<file path="src/design/mugc_ram.sv">
// Generic single-port-write, single-read RAM with a registered read.
// No dependencies.
`timescale 1ns / 1ps
`default_nettype none
module mugc_ram #(
   parameter int Width = 8,
   parameter int Depth = 16
) (
   input  wire logic                     clock,
   input  wire logic                     wr_en,
   input  wire logic [$clog2(Depth)-1:0] wr_addr,
   input  wire logic [Width-1:0]         wr_data,
   input  wire logic [$clog2(Depth)-1:0] rd_addr,
   output logic      [Width-1:0]         rd_data
);
   logic [Width-1:0] mem [Depth];
   always_ff @(posedge clock) begin
      if (wr_en) begin
         mem[wr_addr] <= wr_data;
      end
      rd_data <= mem[rd_addr];
   end
endmodule
`default_nettype wire

</file>
<file path="config.mk">
export PLATFORM = sky130hd
export DESIGN_NAME = mugc_ram
export DESIGN_NICKNAME = d
export VERILOG_FILES = /design/src/design/mugc_ram.sv
export SDC_FILE = /design/constraint.sdc
export NUM_CORES = 1
export LEC_CHECK = 0
export ABC_CLOCK_PERIOD_IN_PS = 2550
export BUFFER_PORTS_ARGS = -buffer_cell sky130_fd_sc_hd__clkbuf_2
export CORE_ASPECT_RATIO = 0.75
export CORE_MARGIN = 1.5
export CORE_UTILIZATION = 55
export CTS_CLUSTER_DIAMETER = 30
export DETAILED_ROUTE_END_ITERATION = 6
export PLACE_DENSITY = 0.77
export SLEW_MARGIN = 40
export SYNTH_ARGS = -nofsm -noshare
export SYNTH_HDL_FRONTEND = slang
export SYNTH_SLANG_ARGS = --single-unit
</file>
<file path="constraint.sdc">
create_clock -name clock -period 2.55 [get_ports clock]
set_clock_uncertainty 0.15 [all_clocks]
set_input_delay 0.51 -clock clock [delete_from_list [all_inputs] [get_ports clock]]
set_output_delay 0.51 -clock clock [all_outputs]
set_load 0.005 [all_outputs]
</file>
Yosys cells after proc, flatten, opt, wreduce, memory -nomap -nowiden --
Memories as Yosys holds them, arrays and structs flattened. A register that Yosys moved wholly into a read port is not among the register bits. Index checks and enable logic that the tools add are counted. Widths: inputs -> output; s select.
Operators by class: multiplexer cells 2
Operator list (number):
- $mux 1 | 2
Storage, ports and cells: register bits after elaboration 0, memory bits (writable) 128, input bits 18, output and inout bits 8, logic and storage cells 3, memories 1
Memory list:
- mem | depth 16, bits a word 8, read ports 1, clocked after Yosys merged registers in 1, write ports 1, RTL line 16 | logic [Width-1:0] mem [Depth];

Longest topological paths before layout --
Gate-level depths: netlist of run 1.
depth in word-level cells 2, mapped depth 5, depth with buffers taken out 3

Worst setup path before layout of run 1 --
OpenSTA, ideal clock, no wires.
path type input-to-reg, start point input port wr_addr[2], end point memory mem[0][0], enable pin, setup time 0.383 ns, arrival 1.620 ns, data required time 2.017 ns, setup slack 0.397 ns, stages on the path 2, path buffers 0, path through or3b_2 -> nor3_1
RTL lines:
- from (decl) | RTL line 11 | input wire logic [$clog2(Depth)-1:0] wr_addr,
- to (decl) | RTL line 16
Straight into the memory's write port.

==> impl_metrics.json, run 1 <==
{
  "seq_power_share_pct": 51.9,
  "finalWirelength_mm": 9.346,
  "path_class": "in2reg",
  "htreeDepth": 4,
  "rows": 30,
  "numCtsBuffers": 17,
  "clockPowerShare_pct": 43.4,
  "setup_violations": 0,
  "arrival_ns": 1.84,
  "dr.pass1.iters": 4,
  "status": "completed",
  "grt_start_max_net_pins": 33,
  "synth.top_cell.area_share_pct": 74.67,
  "synth_cell_types": 19,
  "cp-start-kind": "input port",
  "ff_latch_area_um2": 4004,
  "cts_hold_buf": 0,
  "final.min_clock_period_ns": 1.695,
  "synth_area_per_cell_um2": 22.48,
  "multi_input_area_um2": 1057,
  "synth-simple-area-share_pct": 3.184,
  "final.setup.worst_slack_ns": 0.8553,
  "postCtsSetupBuffers": 0,
  "portBuffers": 25,
  "grt_overflow": 0,
  "crit_path_max_fanout": 32,
  "worstHoldPathType": "in2reg",
  "startpoint": "rd_addr[0]",
  "max_freq_mhz": 590.1,
  "yosysTopAreaCell": "edfxtp_1",
  "routabilityCongestion": 0.7859,
  "hold_viol": 0,
  "synth_xor_area_share_pct": 0,
  "grt_usage_pct": 21.58,
  "vias": 2439,
  "io_pins": 26,
  "ir_drop_mv": 0.8089,
  "layout.nets": 305,
  "r2r-start": "mem[1][0]",
  "die_area_um2": 9954,
  "n_antenna_cell": 0,
  "powerDensity_nw_per_um2": 798.2,
  "p_leak_uw": 0.002091,
  "cts-root-buf": "clkbuf_16",
  "dp_hpwl_mm": 5.995,
  "cts_sinks": 136,
  "period_share_pct": 66.46,
  "ys_top_cells_by_area": "edfxtp_1 (75%), mux4_2 (7.9%), mux4_1 (7.1%)",
  "viasPerCell": 5.699,
  "max-slew-margin-rel_pct": 74.86,
  "final_core_util_pct": 66.90,
  "cap_violations": 0,
  "cts_tree": "done",
  "grt_pass1_vias": 2525,
  "clk_pin_slew_ns": 0.06,
  "n_fill_cell": 595,
  "yosys_warnings": 0,
  "core-area_um2": 9084,
  "syn-num-nets": 247,
  "min_from": "wr_data[6]",
  "finalSetupTns_ns": 0,
  "grt_antenna_before_repair": 0,
  "drive_gt1_share_pct": 32.67,
  "tightest_slew_ns": 0.3771,
  "start_util_pct": 56.67,
  "syn_inst": 229,
  "drc": 0,
  "sw_frac_of_total_pct": 20.52,
  "place_ws_ns": 0.4244,
  "grt_pass1_wl_mm": 14.64,
  "synthToLayoutAreaGrowth_pct": 18.06,
  "place_inst": 396,
  "insertion_delay_ns": 0.41,
  "cp-end-kind": "register",
  "yosys-mux-area-fraction_pct": 15.02,
  "clockBufferDepth": 2,
  "power.switching_uw": 995.3,
  "die_w_um": 114.7,
  "intPower_uw": 3855,
  "required_ns": 2.69,
  "synth_top_family_by_area": "multiplexers",
  "grt_setup_unrepaired": "false",
  "seq_area_frac_synth_pct": 77.78,
  "drtIter0Drc": 180,
  "post_drt_wl_per_cell_um": 21.84,
  "synth_seq_cells": 136,
  "cts-resized-gates": 0,
  "synthAdderAreaFrac_pct": 0,
  "final-instance-count-excl-fill": 428,
  "drv_slew": 0,
  "synth_compound_area_share_pct": 2.333,
  "combinationalPowerShare_pct": 4.7,
  "netlist_area_um2": 5147,
  "drtAntennaViolNets": 0,
  "die_h_um": 86.78
}
final cells by class:
class | count | area share (%)
well taps | 128 | 2.635
repair buffers | 49 | 5.435
multi-input cells | 83 | 17.40
flip-flops and latches | 136 | 65.88
clock buffers | 19 | 7.288
clock inverters | 13 | 1.359
flip-flops by register name, indices dropped and copies added, names as in the netlist:
signal,flops
rd_data,8
mem,128
per-layer routing:
| metal | vias up | track usage, % | share of wire [%] |
|---|---|---|---|
| met1 | 1258 | 29.55 | 43 |
| met5 | - | 0 | 0 |
| met4 | 0 | 6.061 | 1.1 |
| met3 | 10 | 6.783 | 6.9 |
| li1 | 1093 | - | - |
| met2 | 78 | 34.30 | 49 |
logic make-up after synthesis:
logic type	count (synthesis)
flip-flops	136
AND/OR/NAND/NOR	35
multiplexers	32
AO/OA/AOI/OAI	16
buffers and inverters	10
path summary, 6_finish.rpt:
kind                      to  slack (ns)  cells after the start
setup / recovery  rd_data[0]        0.86                      5
hold / removal    mem[14][6]        0.36                      1
setup reg to reg  rd_data[0]        1.06                      3
hold reg to reg   rd_data[6]        0.52                      3
synthesized netlist by cell type:
cell,number
a22oi_1,16
and2_1,1
and2b_1,1
buf_2,3
buf_4,1
buf_6,3
clkdlybuf4s25_2,3
dfxtp_1,8
edfxtp_1,128
mux4_1,14
mux4_2,18
nand2_1,9
nand2b_1,2
nand3_1,1
nand3b_1,2
nor2_1,13
nor2b_1,1
nor3_1,4
or3b_2,1
through the flow:
step | hold WS, ns | total power [uW] | instance area [um2]
after global placement | 0.5059 | 2783 | 5552
after floorplan | 0.4589 | 2684 | 5147
after detailed placement | 0.5149 | 2793 | 5552
final | 0.3646 | 4850 | 6077
after CTS | 0.3568 | 4899 | 6077
after global routing | 0.3873 | 5012 | 6077
worst max-delay path, cell delays in order:
cell      delay, ns
clkbuf_2       0.10
buf_12         0.25
mux4_1         0.59
a22oi_1        0.28
nand2_1        0.09
power groups by stage:
stage	registers, uW	clock network (uW)	logic (uW)
after floorplan	2560	0	127
after global placement	2560	0	222
after detailed placement	2560	0	229
after CTS	2520	2150	231
after global routing	2520	2240	248
final	2520	2110	228
layout by cell type (no fill, tap or decap):
| cell type | count |
|---|---|
| edfxtp_1 | 128 |
| clkbuf_2 | 25 |
| buf_4 | 22 |
| mux4_2 | 18 |
| clkbuf_16 | 17 |
| a22oi_1 | 16 |
| mux4_1 | 14 |
| nor2_1 | 13 |
| nand2_1 | 9 |
| dfxtp_1 | 8 |
| clkinv_2 | 6 |
| nor3_1 | 4 |
| clkinvlp_4 | 3 |
| clkinv_4 | 3 |
| nand3b_1 | 2 |
| nand2b_1 | 2 |
| buf_12 | 2 |
| nor2b_1 | 1 |
| and2_1 | 1 |
| and2b_1 | 1 |
| nand3_1 | 1 |
| or3b_2 | 1 |
| clkbuf_8 | 1 |
| clkbuf_1 | 1 |
| clkinv_1 | 1 |
No activity file was read; power rests on OpenSTA's default activity.
==> run 2, diff against run 1 <==
--- a/config.mk
+++ b/config.mk
@@ -5,7 +5,7 @@
 export SDC_FILE = /design/constraint.sdc
 export NUM_CORES = 1
 export LEC_CHECK = 0
-export ABC_CLOCK_PERIOD_IN_PS = 2550
+export ABC_CLOCK_PERIOD_IN_PS = 1770
 export BUFFER_PORTS_ARGS = -buffer_cell sky130_fd_sc_hd__clkbuf_2
 export CORE_ASPECT_RATIO = 0.75
 export CORE_MARGIN = 1.5
==> constraint.sdc (replaced) <==
create_clock -name clock -period 1.77 [get_ports clock]
set_clock_uncertainty 0.15 [all_clocks]
set_input_delay 0.354 -clock clock [delete_from_list [all_inputs] [get_ports clock]]
set_output_delay 0.354 -clock clock [all_outputs]
set_load 0.005 [all_outputs]
==> run 2 against run 1 <==
Total power grew 51%. Die area is the same. Utilization grew 0.74 points. Register-to-register slack lost 0.77 ns. Critical endpoint is now rd_data[1]. Flip-flop and latch count is the same. Combinational power grew 50%. Hold slack lost 0.14 ns. Clock-buffer cell count grew 1. Critical path type is now reg2reg. Final cell count is the same. Cell area grew 1.1%.
==> impl_metrics.json, run 2 (same netlist as run 1, synthesis figures left out) <==
{
  "status": "completed",
  "cp-end-kind": "register",
  "n_antenna_cell": 0,
  "cts_tree": "done",
  "drc": 0,
  "cts-resized-gates": 0,
  "timing.hold.ws_ns": 0.2226,
  "grt_overflow": 0,
  "place_area_um2": 5577,
  "worstHoldPathType": "in2reg",
  "post_drt_wl_per_cell_um": 22.76,
  "drive_gt1_share_pct": 32.00,
  "cap_violations": 0,
  "htreeDepth": 4,
  "drv_slew": 0,
  "postCtsSetupBuffers": 0,
  "layout.nets": 306,
  "grt_usage_pct": 21.91,
  "core-area_um2": 9084,
  "numCtsBuffers": 17,
  "ir_drop_mv": 0.6841,
  "hold_viol": 0,
  "required_ns": 1.92,
  "reg.largest.list": "mem: 128 flops, rd_data: 8 flops",
  "place_inst": 397,
  "portBuffers": 25,
  "drtAntennaViolNets": 0,
  "max_freq_mhz": 675.2,
  "stdcell_area_um2": 6145,
  "period_share_pct": 83.67,
  "largest_reg_flops": 128,
  "setup_violations": 0,
  "routabilityCongestion": 0.7691,
  "insertion_delay_ns": 0.42,
  "grt_setup_unrepaired": "false",
  "cp-start-kind": "register",
  "regMostFlops": "mem",
  "r2r-start": "mem[1][1]",
  "io_pins": 26,
  "clockBufferDepth": 2,
  "grt_antenna_before_repair": 0,
  "r2r_setup_slack_ns": 0.29,
  "grt_pass1_vias": 2457,
  "clk_pin_slew_ns": 0.06,
  "dr.pass1.iters": 4,
  "cp_cell_sequence": "mux4_1, a22oi_1, nand2_1",
  "crit_path_max_incr_delay_ns": 0.52,
  "final.min_clock_period_ns": 1.481,
  "path_class": "reg2reg",
  "cts_hold_buf": 0,
  "finalWirelength_mm": 9.743,
  "crit_path_top_delay_cell": "mux4_1",
  "viasPerCell": 5.736,
  "tightest_slew_ns": 0.8187,
  "crit_path_max_fanout": 1,
  "die_area_um2": 9954,
  "arrival_ns": 1.63,
  "rows": 30,
  "grt_pass1_wl_mm": 14.57,
  "timing.critical_path.to": "rd_data[1]",
  "start_util_pct": 56.67,
  "startpoint": "mem[1][1]",
  "r2r_end": "rd_data[1]",
  "powerDensity_nw_per_um2": 1195,
  "drtIter0Drc": 224,
  "max-slew-margin-rel_pct": 45.31,
  "vias": 2455,
  "final-instance-count-excl-fill": 428,
  "final_common_cell": "edfxtp_1",
  "cts-root-buf": "clkbuf_16",
  "dp_hpwl_mm": 6.155,
  "grt_start_max_net_pins": 25,
  "synthToLayoutAreaGrowth_pct": 19.37,
  "cts_sinks": 136,
  "final_core_util_pct": 67.64,
  "layout_common_cells": "edfxtp_1 (128), clkbuf_2 (25), buf_4 (22)",
  "power_uw": 7344,
  "die_h_um": 86.78,
  "die_w_um": 114.7,
  "reg2reg_depth": 3,
  "p_leak_uw": 0.002125
}
## run 2: changes by cell type in the layout (fill, tap and decap cells not counted), sizes merged
cell,before,now
buf,24,25
bufinv,0,3
clkbuf,44,45
clkinv,10,8
clkinvlp,3,0
## run 2: worst min path at each step
stage / cells after the start / startpoint / slack, ns / to
finish: 1 / wr_data[5] / 0.22 / mem[7][5]
global route: 1 / wr_data[6] / 0.24 / mem[6][6]
CTS: 1 / wr_data[5] / 0.21 / mem[14][5]
detailed placement: 3 / mem[4][2] / 0.51 / rd_data[2]
global placement: 3 / mem[12][1] / 0.50 / rd_data[1]
floorplan: 0 / wr_data[0] / 0.30 / mem[0][0]
## run 2: metal layers
metal	GRT usage [%]	vias up	share of wire [%]	wire (um)
met5	0	-	0	0
met4	7.183	0	0.64	62
met3	7.832	11	8.0	775
met2	31.95	99	48	4662
met1	31.49	1253	44	4243
li1	-	1092	-	-
## run 2: worst max-delay path: cells and delay by family (launching register included)
| kind | cells | cell delay, ns |
|---|---|---|
| and+or+nand+nor | 1 | 0.08 |
| muxes | 1 | 0.52 |
| DFF | 1 | 0.37 |
| AOI/OAI and AO/OA | 1 | 0.26 |
## run 2: where the power goes
group	switching, uW	internal, uW
Clock	1190	2180
Sequential	24.8	3600
Combinational	186	156
Total	1410	5940
## run 2: through the flow
| step | setup WS [ns] | TNS (ns) |
|---|---|---|
| finish | 0.2890 | 0 |
| global route | 0.2255 | 0 |
| CTS | 0.2537 | 0 |
| detailed placement | -0.1648 | -0.6965 |
| global placement | -0.1200 | -0.4734 |
| floorplan | -0.0001463 | -0.003311 |
## run 2: final cells by class
| class | count | area, um2 |
|---|---|---|
| flip-flops and latches | 136 | 4004 |
| fillers | 592 | 2939 |
| multi-input cells | 83 | 1062 |
| clock buffers | 20 | 436.7 |
| repair buffers | 50 | 350.3 |
| well taps | 128 | 160.2 |
| clock inverters | 11 | 131.4 |
==> run 3, diff against run 2 <==
--- a/config.mk
+++ b/config.mk
@@ -5,14 +5,14 @@
 export SDC_FILE = /design/constraint.sdc
 export NUM_CORES = 1
 export LEC_CHECK = 0
-export ABC_CLOCK_PERIOD_IN_PS = 1770
+export ABC_CLOCK_PERIOD_IN_PS = 1250
 export BUFFER_PORTS_ARGS = -buffer_cell sky130_fd_sc_hd__clkbuf_2
 export CORE_ASPECT_RATIO = 0.75
 export CORE_MARGIN = 1.5
-export CORE_UTILIZATION = 55
+export CORE_UTILIZATION = 54
 export CTS_CLUSTER_DIAMETER = 30
 export DETAILED_ROUTE_END_ITERATION = 6
-export PLACE_DENSITY = 0.77
+export PLACE_DENSITY = 0.78
 export SLEW_MARGIN = 40
 export SYNTH_ARGS = -nofsm -noshare
 export SYNTH_HDL_FRONTEND = slang
==> constraint.sdc (replaced) <==
create_clock -name clock -period 1.25 [get_ports clock]
set_clock_uncertainty 0.15 [all_clocks]
set_input_delay 0.25 -clock clock [delete_from_list [all_inputs] [get_ports clock]]
set_output_delay 0.25 -clock clock [all_outputs]
set_load 0.005 [all_outputs]
==> run 3 against run 2 <==
The run now ends with setup timing left. Total power up 45%. Fmax up 3.1%. Clock power up 46%. Clock-buffer cell count down 1. Critical path depth unchanged. Utilization up 3.4 points. Sequential power up 42%. Hold slack worse by 0.11 ns. Sequential share of layout area down 3.6 points.
==> impl_metrics.json, run 3 (same netlist as run 1, synthesis figures left out) <==
{
  "n_fill_cell": 566,
  "largest_reg_flops": 128,
  "final_common_cell": "edfxtp_1",
  "place_area_um2": 5833,
  "seq_power_share_pct": 48.3,
  "clockBufferDepth": 2,
  "cp_cell_sequence": "mux4_2, a22oi_2, nand2_1",
  "grt_start_max_net_pins": 26,
  "portBuffers": 25,
  "cp.buffers_inverters": 0,
  "stdcell_area_um2": 6511,
  "dr.pass1.iters": 4,
  "r2r_setup_slack_ns": -0.19,
  "drc": 0,
  "post_drt_wl_per_cell_um": 23.65,
  "top_usage_layer": "met2",
  "worstHoldPathType": "in2reg",
  "powerDensity_nw_per_um2": 1637,
  "core-area_um2": 9159,
  "io_pins": 26,
  "grt_usage_pct": 22.75,
  "grt_pass1_wl_mm": 15.53,
  "max_freq_mhz": 695.9,
  "intPower_uw": 8508,
  "routabilityCongestion": 0.7235,
  "clk_pin_slew_ns": 0.06,
  "period_share_pct": 115.0,
  "cts_tree": "done",
  "grt.met1_usage_pct": 30.68,
  "ir_drop_mv": 1.083,
  "r2r_end": "rd_data[0]",
  "crit_path_top_delay_cell": "mux4_2",
  "die_area_um2": 10130,
  "use_met2_pct": 36.04,
  "drtIter0Drc": 206,
  "vias": 2526,
  "viasPerCell": 5.807,
  "hold_viol": 0,
  "cap_violations": 0,
  "violations": "setup timing",
  "regMostFlops": "mem",
  "dp_hpwl_mm": 6.097,
  "cp-end-kind": "register",
  "reg.largest.list": "mem: 128 flops, rd_data: 8 flops",
  "start_util_pct": 56.20,
  "arrival_ns": 1.59,
  "status": "complete, but fails checks",
  "use_met3_pct": 7.682,
  "grt_antenna_before_repair": 0,
  "combinationalPowerShare_pct": 5.6,
  "r2r-start": "mem[8][0]",
  "numCtsBuffers": 17,
  "tightest_slew_ns": 0.8654,
  "grt_setup_unrepaired": "true",
  "cp-start-kind": "register",
  "clockPowerShare_pct": 46.1,
  "n_antenna_cell": 0,
  "timing.hold.ws_ns": 0.1083,
  "drtAntennaViolNets": 0,
  "sw_frac_of_total_pct": 20.17,
  "power.switching_uw": 2150,
  "crit_path_max_incr_delay_ns": 0.52,
  "synthToLayoutAreaGrowth_pct": 26.49,
  "die_w_um": 115.7,
  "final-instance-count-excl-fill": 435,
  "rows": 30,
  "final.setup.worst_slack_ns": -0.1869,
  "required_ns": 1.40,
  "cts_sinks": 136,
  "hold_depth": 1,
  "cts-root-buf": "clkbuf_16",
  "drive_gt1_share_pct": 47.88,
  "path_class": "reg2reg",
  "setup_violations": 9,
  "min_from": "wr_data[4]",
  "power_uw": 10660,
  "p_leak_uw": 0.002159,
  "insertion_delay_ns": 0.41,
  "min_to": "mem[0][4]",
  "grt_overflow": 0,
  "grt_pass1_vias": 2685,
  "layout.nets": 312,
  "place_inst": 402,
  "die_h_um": 87.56,
  "max-slew-margin-rel_pct": 42.09,
  "htreeDepth": 4,
  "startpoint": "mem[8][0]",
  "layout_common_cells": "edfxtp_1 (128), mux4_2 (32), clkbuf_2 (20)",
  "critPathTopFamily": "multiplexers",
  "reg2reg_depth": 3,
  "finalWirelength_mm": 10.29,
  "drv_slew": 0,
  "final.min_clock_period_ns": 1.437,
  "crit_path_max_fanout": 1
}
run 3: cell types whose count changed in the layout (fill, tap and decap cells not counted), sizes merged:
cell,before,now
clkinv,8,7
clkbuf,45,39
clkinvlp,0,2
inv,0,1
buf,25,36
run 3: area by class of cell:
cell class / count / area [um2] / area share (%)
Timing Repair Buffer: 56 / 595.6 / 9.147
Tap cell: 128 / 160.2 / 2.460
Clock inverter: 13 / 152.6 / 2.344
Sequential cell: 136 / 4010 / 61.59
Clock buffer: 19 / 432.9 / 6.649
Multi-Input combinational cell: 83 / 1160 / 17.81
run 3: power groups by stage:
stage               clock, uW  combinational (uW)  sequential [uW]
global placement            0                 531             5220
floorplan                   0                 300             5220
detailed placement          0                 546             5230
finish                   4920                 595             5150
CTS                      4950                 568             5140
global route             5160                 642             5150
run 3: how the worst max path moves through the flow:
stage	endpoint	slack, ns	depth (start not counted)
after floorplan	mem[0][0]	-0.25	2
after global placement	rd_data[4]	-0.47	5
final	rd_data[0]	-0.19	3
after CTS	rd_data[0]	-0.18	3
after global routing	rd_data[6]	-0.21	3
after detailed placement	rd_data[1]	-0.52	5
run 3: metal layers:
metal / share of wire (%) / vias to the layer above
li1: - / 1091
met1: 43 / 1312
met2: 49 / 104
met3: 6.0 / 19
met4: 1.4 / 0
met5: 0 / -
run 3: repair_timing:
item | in CTS | in global routing
pin swaps | 1 | 2
setup buffers | 0 | 1
hold buffers | 0 | 0
resized for setup | 8 | 18
endpoints found under the setup margin | 12 | 39
run 3: stage by stage:
step,util [%],worst slack (ns),TNS (ns)
global route,71.09,-0.2134,-1.615
detailed placement,63.69,-0.5203,-39.30
CTS,70.40,-0.1811,-1.338
finish,71.09,-0.1869,-1.174
global placement,63.69,-0.4729,-36.34
floorplan,-,-0.2530,-17.06
